$ cat src/design/mfdw_pkg.sv
// Shared types and constants for the motor feedback decoder with watchdog.
// No dependencies; imported by mfdw_entry, the top level and the bench.
package mfdw_pkg;

  // Item kinds carried on the mode input.
  typedef enum logic [1:0] {
    MODE_FRAME = 2'd0,
    MODE_TICK  = 2'd1,
    MODE_READ  = 2'd2
  } mode_t;

  // Configuration register indexes.
  localparam logic CFG_ID_BASE = 1'b0;
  localparam logic CFG_TIMEOUT = 1'b1;

  // Field widths fixed by the frame format and the result ports.
  localparam int unsigned ID_W      = 11;
  localparam int unsigned PAYLOAD_W = 56;
  localparam int unsigned WORD_W    = 16;
  localparam int unsigned BYTE_W    = 8;
  localparam int unsigned TMO_W     = 16;
  localparam int unsigned MASK_W    = 4;
  localparam int unsigned SEL_W     = 2;
  localparam int unsigned CFG_W     = 16;

  // Register reset values.
  localparam logic [ID_W-1:0]  ID_BASE_RST = 11'd513;
  localparam logic [TMO_W-1:0] TIMEOUT_RST = 16'd100;

  // One motor feedback record as held in the table.
  typedef struct packed {
    logic [WORD_W-1:0] angle;
    logic [WORD_W-1:0] speed;
    logic [WORD_W-1:0] current;
    logic [BYTE_W-1:0] temp;
    logic              online;
  } motor_rec_t;

  // Per-entry update controls.
  typedef struct packed {
    logic load;
    logic tick;
  } entry_ctrl_t;

endpackage

$ cat src/design/motor_feedback_decoder_with_watchdog_top.sv
// Top level of the motor feedback decoder with per-motor online watchdog.
// Depends on mfdw_pkg and mfdw_entry.
//
// Every accepted item (a feedback frame, a one-millisecond tick or a record
// read) produces exactly one result beat, marked by done. The input register
// takes the item, and the table update feeds the result register, so done is
// high in the cycle after the input register takes the item. A new item may be
// started in every cycle while busy is low, so the sustained rate is one item
// per clock; busy is high only during reset and in the first cycle after it.
// Results are presented for a single cycle and cannot be held off, so the
// receiver must capture each beat when done is high. Configuration writes are
// taken whenever busy is low.
module motor_feedback_decoder_with_watchdog_top #(
  parameter int unsigned MOTOR_COUNT = 4,
  parameter int unsigned AGE_WIDTH   = 16
) (
  input  logic                                clk,
  input  logic                                rst,
  input  logic                                start,
  output logic                                busy,
  input  logic [1:0]                          mode,
  input  logic [mfdw_pkg::ID_W-1:0]           frame_id,
  input  logic [mfdw_pkg::PAYLOAD_W-1:0]      payload,
  input  logic [mfdw_pkg::SEL_W-1:0]          motor_select,
  input  logic                                cfg_valid,
  output logic                                cfg_ready,
  input  logic                                cfg_index,
  input  logic [mfdw_pkg::CFG_W-1:0]          cfg_data,
  output logic                                done,
  output logic                                frame_accepted,
  output logic [mfdw_pkg::SEL_W-1:0]          motor_index,
  output logic [mfdw_pkg::WORD_W-1:0]         angle_raw,
  output logic signed [mfdw_pkg::WORD_W-1:0]  rotor_speed,
  output logic signed [mfdw_pkg::WORD_W-1:0]  torque_current,
  output logic [mfdw_pkg::BYTE_W-1:0]         temperature,
  output logic                                record_online,
  output logic [mfdw_pkg::MASK_W-1:0]         online_mask,
  output logic                                all_online
);
  import mfdw_pkg::*;

  localparam int unsigned IDX_W = (MOTOR_COUNT > 1) ? $clog2(MOTOR_COUNT) : 1;
  localparam int unsigned MAX_MOTORS = 8;

  // Configuration registers.
  logic [ID_W-1:0]  id_base;
  logic [TMO_W-1:0] timeout_ticks;

  // Input register.
  logic                 in_valid;
  mode_t                in_mode;
  logic [ID_W-1:0]      in_frame_id;
  logic [PAYLOAD_W-1:0] in_payload;
  logic [SEL_W-1:0]     in_sel;

  // Update and result logic.
  entry_ctrl_t          ctrl [MOTOR_COUNT];
  motor_rec_t           rec_next [MOTOR_COUNT];
  logic [MOTOR_COUNT-1:0] online_vec;
  logic [ID_W:0]        id_diff;
  logic                 id_hit;
  logic [IDX_W-1:0]     frame_idx;
  logic [IDX_W+1:0]     frame_idx_wide;
  logic [IDX_W+1:0]     sel_wide;
  logic [IDX_W-1:0]     sel_idx;
  logic                 sel_ok;
  logic [MAX_MOTORS-1:0] mask_full;
  logic                 accepted_next;
  logic [SEL_W-1:0]     index_next;
  motor_rec_t           rec_out_next;

  // Busy only while coming out of reset.
  always_ff @(posedge clk) begin
    if (rst) begin
      busy <= 1'b1;
    end else begin
      busy <= 1'b0;
    end
  end

  assign cfg_ready = ~busy;

  // Configuration writes.
  always_ff @(posedge clk) begin
    if (rst) begin
      id_base       <= ID_BASE_RST;
      timeout_ticks <= TIMEOUT_RST;
    end else if (cfg_valid && cfg_ready) begin
      unique case (cfg_index)
        CFG_ID_BASE: id_base       <= cfg_data[ID_W-1:0];
        CFG_TIMEOUT: timeout_ticks <= cfg_data[TMO_W-1:0];
        default:     ;
      endcase
    end
  end

  // Capture the incoming beat.
  always_ff @(posedge clk) begin
    if (rst) begin
      in_valid <= 1'b0;
    end else begin
      in_valid <= start && !busy;
    end
  end

  always_ff @(posedge clk) begin
    in_mode     <= mode_t'(mode);
    in_frame_id <= frame_id;
    in_payload  <= payload;
    in_sel      <= motor_select;
  end

  // Identifier range check; the difference is one bit wider so no wrap occurs.
  assign id_diff        = {1'b0, in_frame_id} - {1'b0, id_base};
  assign id_hit         = (in_frame_id >= id_base) && (id_diff < (ID_W+1)'(MOTOR_COUNT));
  assign frame_idx      = id_diff[IDX_W-1:0];
  assign frame_idx_wide = (IDX_W+2)'(frame_idx);

  // Read selection; entries beyond the table report zeros.
  assign sel_wide = (IDX_W+2)'(in_sel);
  assign sel_idx  = sel_wide[IDX_W-1:0];
  assign sel_ok   = 32'(in_sel) < MOTOR_COUNT;

  // Motor entries.
  for (genvar g = 0; g < MOTOR_COUNT; g++) begin : g_entry
    always_comb begin
      ctrl[g].load = in_valid && (in_mode == MODE_FRAME) && id_hit &&
                     (frame_idx == IDX_W'(g));
      ctrl[g].tick = in_valid && (in_mode == MODE_TICK);
    end

    mfdw_entry #(
      .AGE_WIDTH (AGE_WIDTH)
    ) u_entry (
      .clk      (clk),
      .rst      (rst),
      .ctrl     (ctrl[g]),
      .payload  (in_payload),
      .timeout  (timeout_ticks),
      .rec_next (rec_next[g])
    );

    assign online_vec[g] = rec_next[g].online;
  end

  // Online mask over the updated flags.
  always_comb begin
    mask_full = '0;
    for (int i = 0; i < MOTOR_COUNT; i++) begin
      mask_full[i] = online_vec[i];
    end
  end

  // Result selection from the updated table.
  always_comb begin
    accepted_next = 1'b0;
    index_next    = '0;
    rec_out_next  = '0;
    unique case (in_mode)
      MODE_FRAME: begin
        if (id_hit) begin
          accepted_next = 1'b1;
          index_next    = frame_idx_wide[SEL_W-1:0];
          rec_out_next  = rec_next[frame_idx];
        end
      end
      MODE_READ: begin
        index_next = in_sel;
        if (sel_ok) begin
          rec_out_next = rec_next[sel_idx];
        end
      end
      default: ;
    endcase
  end

  // Result register with its strobe.
  always_ff @(posedge clk) begin
    if (rst) begin
      done <= 1'b0;
    end else begin
      done <= in_valid;
    end
  end

  always_ff @(posedge clk) begin
    frame_accepted <= accepted_next;
    motor_index    <= index_next;
    angle_raw      <= rec_out_next.angle;
    rotor_speed    <= rec_out_next.speed;
    torque_current <= rec_out_next.current;
    temperature    <= rec_out_next.temp;
    record_online  <= rec_out_next.online;
    online_mask    <= mask_full[MASK_W-1:0];
    all_online     <= &online_vec;
  end

endmodule

$ cat src/design/mfdw_entry.sv
// One motor table entry: feedback record, online flag and watchdog age.
// Depends on mfdw_pkg.
module mfdw_entry #(
  parameter int unsigned AGE_WIDTH = 16
) (
  input  logic                               clk,
  input  logic                               rst,
  input  mfdw_pkg::entry_ctrl_t              ctrl,
  input  logic [mfdw_pkg::PAYLOAD_W-1:0]     payload,
  input  logic [mfdw_pkg::TMO_W-1:0]         timeout,
  output mfdw_pkg::motor_rec_t               rec_next
);
  import mfdw_pkg::*;

  localparam int unsigned CMP_W = (AGE_WIDTH > TMO_W) ? AGE_WIDTH : TMO_W;

  motor_rec_t           rec;
  logic [AGE_WIDTH-1:0] age;
  logic [AGE_WIDTH-1:0] age_next;
  logic [AGE_WIDTH-1:0] age_inc;

  // Saturating age count; the comparison against the timeout uses the new age.
  assign age_inc = (age != {AGE_WIDTH{1'b1}}) ? age + 1'b1 : age;

  // Next record: a frame loads decoded fields, a tick ages the entry and clears online past the timeout.
  always_comb begin
    rec_next = rec;
    age_next = age;
    if (ctrl.load) begin
      rec_next.angle   = payload[5*BYTE_W +: WORD_W];
      rec_next.speed   = payload[3*BYTE_W +: WORD_W];
      rec_next.current = payload[BYTE_W +: WORD_W];
      rec_next.temp    = payload[BYTE_W-1:0];
      rec_next.online  = 1'b1;
      age_next         = '0;
    end else if (ctrl.tick) begin
      age_next = age_inc;
      if (CMP_W'(age_inc) > CMP_W'(timeout)) begin
        rec_next.online = 1'b0;
      end
    end
  end

  // Entry storage, cleared by reset.
  always_ff @(posedge clk) begin
    if (rst) begin
      rec <= '0;
      age <= '0;
    end else begin
      rec <= rec_next;
      age <= age_next;
    end
  end

endmodule

$ cat config.mk
export PLATFORM = sky130hd
export DESIGN_NAME = motor_feedback_decoder_with_watchdog_top
export DESIGN_NICKNAME = d
export VERILOG_FILES = /design/src/design/mfdw_pkg.sv /design/src/design/motor_feedback_decoder_with_watchdog_top.sv /design/src/design/mfdw_entry.sv
export SDC_FILE = /design/constraint.sdc
export NUM_CORES = 1
export LEC_CHECK = 0
export BUFFER_PORTS_ARGS = -buffer_cell sky130_fd_sc_hd__buf_2
export CORE_UTILIZATION = 55
export DETAILED_ROUTE_END_ITERATION = 8
export HOLD_SLACK_MARGIN = 0.08
export PLACE_DENSITY_LB_ADDON = 0.08
export REMOVE_ABC_BUFFERS = 1
export SYNTH_ARGS = -nofsm -noshare
export SYNTH_HDL_FRONTEND = slang
export SYNTH_SLANG_ARGS = --single-unit
$ cat constraint.sdc
create_clock -name clk -period 4.45 [get_ports clk]
set_input_delay 0.2225 -clock clk [delete_from_list [all_inputs] [get_ports clk]]
set_output_delay 0.2225 -clock clk [all_outputs]
set_load 0.01 [all_outputs]
* After elaboration in Yosys (flattened, before gate mapping)
Cells that the tools add are included.
** Storage, ports and cells
- Bits in registers :: 458
- Bits of input ports :: 92
- Output and inout port bits :: 68
** Operators by class
- Add/subtract/negate cells :: 5
- $lt $le $gt $ge :: 8
- Eq/ne operators :: 9
- Muxes and demuxes :: 32
- Bitwise logic cells :: 4
- Reduce and logical (&&, ||, !) cells :: 20
** Operators with widths (number)
- 2-to-1 mux 57 bit :: 5
- binary-select mux 57 bit (select 2 bit) :: 2
- 2-to-1 mux 56 bit :: 4
- one-hot mux 57 bit (2 select lines) :: 1
- adder 16 x 1 -> 16 bit (second input constant) :: 4
- greater-than comparator 16 bit :: 4
- 2-to-1 mux 16 bit :: 4
- != test 16 bit (second input constant) :: 4
- 2-to-1 mux 1 bit :: 14
- < comparator 12 x 3 -> 1 bit (second input constant) :: 1
- subtractor 11 x 11 -> 12 bit :: 1
- >= comparator 11 bit :: 1
- logical AND 1 bit :: 10
- OR reduction 2 bit :: 4
- == test 2 bit (second input constant) :: 3
- >= comparator 3 bit (second input constant) :: 2
- NOT 2 -> 3 bit :: 2
- == test 2 x 1 -> 1 bit (second input constant) :: 2
- zero test 2 bit :: 2
- one-hot mux 2 bit (2 select lines) :: 1
- AND reduction 2 bit :: 2
- AND reduction 4 bit :: 1
- 2-to-1 mux 2 bit :: 1
- NOT 1 bit :: 2
- zero test 1 bit :: 1

* Longest topological paths before layout
- Depth after elaboration :: 11
- Depth in mapped cells :: 20
- Depth with buffers taken out :: 18

* Modules after synthesis
A second synthesis with hierarchy kept.
** Second synthesis, totals
- Cells, all modules :: 2268
- Area total of the unflattened synthesis :: 23151.0 um2
** Modules (own cells, without submodules)
- mfdw_entry (g_entry[0].u_entry ...) :: instances 3, cells an instance 394, area an instance 3801.1 um2
- motor_feedback_decoder_with_watchdog_top :: instances 1, cells an instance 703, area an instance 8011.4 um2
- mfdw_entry (g_entry[2].u_entry) :: instances 1, cells an instance 383, area an instance 3736.1 um2

* Worst setup path before layout
OpenSTA, ideal clock, no wires.
- Path kind :: flip-flop to flip-flop
- Start :: register g_entry[1].u_entry.age[0]
- End :: register record_online
- Setup time :: 0.079 ns
- Arrival :: 3.878 ns
- Data required time :: 4.371 ns
- Path slack :: 0.494 ns
- Cell stages (with the launch flop) :: 19
- Cells stage by stage :: dfxtp_1 ha_1 nand2_1 nor4_1 and4_1 nor2b_1 nor2_1 nand3_1 nor2_1 xor2_1 ha_1 a2111oi_0 nand2_1 a31oi_1 o221ai_1 a21boi_0 nor2_1 mux2_2 o211ai_1
** RTL lines
- start, declared :: RTL line mfdw_entry.sv:18 : logic [AGE_WIDTH-1:0] age;
- start signal, assigned :: RTL line mfdw_entry.sv:51 : age <= age_next;
- end signal, assigned :: RTL line motor_feedback_decoder_with_watchdog_top.sv:193 : record_online <= rec_out_next.online;
- end, declared :: RTL line motor_feedback_decoder_with_watchdog_top.sv:36 : output logic record_online,

* Worst setup path in the final report
- Start :: register g_entry[3].u_entry.age[4]
- End :: register all_online
** Between the ends
- Word-level cells in the longest chain between the ends :: 7
- Elaborated cells between the ends (all ways) :: 8
- Classes of those cells :: 1 x add/sub; 1 x order compare; 1 x eq/ne; 4 x mux; 1 x reduce/logical
** RTL lines
- start, declared :: RTL line mfdw_entry.sv:18
- start signal, assigned :: RTL line mfdw_entry.sv:51
- adder 16 x 1 -> 16 bit / != test 16 bit (equally long branches) :: RTL line mfdw_entry.sv:23 : assign age_inc = (age != {AGE_WIDTH{1'b1}}) ? age + 1'b1 : age;
- 2-to-1 mux 16 bit (*) :: RTL line mfdw_entry.sv:23
- named net g_entry[3].u_entry.age_inc[9] :: RTL line mfdw_entry.sv:20 : logic [AGE_WIDTH-1:0] age_inc;
- greater-than comparator 16 bit (*) :: RTL line mfdw_entry.sv:38 : if (CMP_W'(age_inc) > CMP_W'(timeout)) begin
- 2-to-1 mux 1 bit (*) :: RTL line mfdw_entry.sv:38
- 2-to-1 mux 1 bit (*) :: RTL line mfdw_entry.sv:36 : end else if (ctrl.tick) begin
- 2-to-1 mux 1 bit (*) :: RTL line mfdw_entry.sv:29 : if (ctrl.load) begin
- AND reduction 4 bit (*) :: RTL line motor_feedback_decoder_with_watchdog_top.sv:195 : all_online <= &online_vec;
- end signal, assigned :: RTL line motor_feedback_decoder_with_watchdog_top.sv:195
- end, declared :: RTL line motor_feedback_decoder_with_watchdog_top.sv:38 : output logic all_online
Mark *: on every way through the listed nets, which the timed path passes. The rest lies on a longest branch.
A chain may end at the register's enable or synchronous reset.

==> results_dict.tcl <==
set metrics [dict create \
    cts.sinks 458 \
    synth.top_cells.by_area "dfxtp_1, mux2i_1, nor2_1" \
    synth_edf_count 0 \
    cap_viol_max_count 0 \
    netlist_top_cells_count "dfxtp_1, nor2_1, mux2i_1" \
    seq_area_frac_synth_pct 42.0 \
    drv_slew 0 \
    grt_pass1_wl_mm 94.9 \
    path_max_fanout 9 \
    placed_cell_area_sq_um 23000 \
    portBuffers 159 \
    cts_buffer_depth 3 \
    slew_headroom_pct 22.0 \
    final_util_pct 65.6 \
    nets 2719 \
    min_period_ns 4.13 \
    diodes 0 \
    dp_hpwl_mm 36.5 \
    critPathLaunchType "flop" \
    insertion_delay_ns 0.60 \
    grt_usage_pct 28.9 \
    tritoncts "done" \
    dr.pass1.iters 5 \
    hold_path.class "in2reg" \
    grt_pass1_vias 18400 \
    rows 72 \
    required_ns 4.92 \
    vias_per_cell 5.88 \
    cts_made_buffers 49 \
    dieWidth_um 201 \
    wire_per_inst_um 19.1 \
    status "finished, final reports clean" \
    p_leak_uw 0.0106 \
    fillers 3226 \
    synth.avg_cell_area_sq_um 9.23 \
    max-vdd-ir-drop_v 0.000390 \
    drive_above_1_share_pct 15.3 \
    htreeDepth 2 \
    finalClockSkew_ns 0.0294 \
    overflow 0 \
    rsz0062_at_grt "no" \
    die-area_sq_um 40500 \
    cts_setup_buffers 0 \
    area_growth_syn_to_layout_pct 16.9 \
    synth_top_cell_by_area "dfxtp_1" \
    ant_nets 0 \
    p_per_area_nw_per_um2 349 \
    synth_top_flop_cell "dfxtp_1" \
    layout_worst_path_cycle_share_pct 92.9 \
    dr_total_vias 18200 \
    wirelength_mm 59.2 \
    core_sq_um 38900 \
    yosysWarnings 0 \
    arrival_ns 4.60 \
    synth_seq_cells 458 \
    clk_pin_slew_ns 0.06 \
    grt_max_degree 90 \
    drt-initial-drc-count 1126 \
    yosysMostFrequentCell "dfxtp_1" \
    grt_antenna_before_repair 1 \
    ys_async_sr_fraction_pct 0 \
    stdcell_area_sq_um 25500 \
    root_buffer "clkbuf_16" \
    synthCells 2368 \
    fmax_mhz 242 \
    hold_viol 0 \
    worst_pin_slew_ns 1.17 \
    drc_errors 0 \
    synthDistinctLibCells 66 \
    regToRegSetupSlack_ns 0.32 \
    synth_top_cell_area_share_pct 42.0 \
    ios 160 \
    path_class "reg2reg" \
    globalplace.congestion 0.867 \
    die_y_um 201 \
    start_util_pct 56.2 \
    setup_violations 0 \
    end_kind "flop" \
    syn_area_sq_um 21900 \
]
==> per-layer routing <==
layer	vias up	share of wire, %	global-route usage, %
met5	-	0.017	0
met4	2	3.3	12.4
met3	127	5.6	3.89
met2	581	47	48.3
met1	8776	44	37.4
li1	8755	-	-
==> cells by family after synthesis <==
family / after synthesis / synth area share [%]
simple gates: 783 / 16.1
flops: 458 / 42.0
compound gates: 429 / 12.8
mux: 327 / 17.2
buf+inv: 207 / 4.01
xor+xnor: 84 / 3.37
fa+ha+maj: 80 / 4.61
==> layout make-up <==
cell class	count	area, sq um	area share [%]
clock buffer	73	1440	5.63
timing repair buffer	289	2080	8.13
clock inverter	17	164	0.642
tap	518	648	2.54
sequential	458	9170	35.9
multi-input combinational	1703	11900	46.5
inverter	46	174	0.681
==> through the flow <==
step	hold slack [ns]	worst slack, ns	power [uW]	TNS (ns)	std cells
6_report	0.150	0.316	8910	0	3104
5_1_grt	0.185	0.0216	9220	0	3104
3_5_place_dp	0.326	0.405	4890	0	2926
2_1_floorplan	0.250	-3.13	4630	-623.06	2207
3_3_place_gp	0.324	0.415	4880	0	2926
4_1_cts	0.147	0.357	8980	0	3104
==> sequential cells by signal (all words and copies together) (netlist names), 2 cells and up <==
register and flops:
angle_raw 16, id_base 11, in_mode 2, g_entry.u_entry.age 64
g_entry.u_entry.rec 228, online_mask 4, in_sel 2, in_frame_id 11
rotor_speed 16, torque_current 16, temperature 8, motor_index 2
timeout_ticks 16, in_payload 56
==> layout by cell type (no fill, tap or decap), types with 9 or more instances in the layout <==
master,instances
clkinv_2,13
or2_2,24
a31oi_1,11
o21a_1,9
nor2b_1,11
o21ai_1,16
buf_2,158
clkbuf_1,13
nand3_1,116
a22oi_1,20
xnor2_1,47
a21o_1,16
nor2_1,345
o211ai_2,13
mux4_2,36
o21ai_0,62
mux2i_1,264
nand2_1,155
and3_1,11
mux2_2,26
o211ai_1,15
clkbuf_16,50
buf_4,36
nand2b_1,15
o22ai_1,38
a211oi_1,22
dfxtp_1,457
inv_1,45
ha_1,78
a211o_1,42
clkbuf_8,11
dlygate4sd3_1,88
xor2_1,37
nand4_1,32
nor3_1,27
a21oi_1,135
==> path summary, 6_finish.rpt <==
path,from,to,cells past startpoint
max,g_entry[3].u_entry.age[4],all_online,17
min,rst,g_entry[0].u_entry.rec[28],2
max reg2reg,g_entry[3].u_entry.age[4],all_online,17
min reg2reg,timeout_ticks[9],timeout_ticks[9],2
==> repair_timing <==
| item | CTS | global route |
|---|---|---|
| resized for setup | 0 | 2 |
| hold endpoints to repair | 99 | 0 |
| endpoints found under the setup margin | 0 | 1 |
| hold buffers | 88 | 0 |
==> power breakdown <==
| part | total [uW] | internal [uW] | switching (uW) |
|---|---|---|---|
| registers | 4210 | 4150 | 58.5 |
| clock network | 4040 | 2360 | 1690 |
| logic | 659 | 259 | 400 |
==> critical path, cell delays in order (launching register included) <==
cell      delay (ns)
dfxtp_1         0.46
and4_1          0.25
and3_1          0.22
nand2_1         0.13
or3_1           0.38
or2_2           0.38
nand2b_1        0.21
nor2_1          0.09
xor2_1          0.15
ha_1            0.29
a21o_1          0.17
a21o_1          0.17
a21oi_1         0.13
o21ai_0         0.10
a211oi_1        0.34
nor3_1          0.11
buf_4           0.16
nor3_1          0.27
No activity file was read; power rests on OpenSTA's default activity.
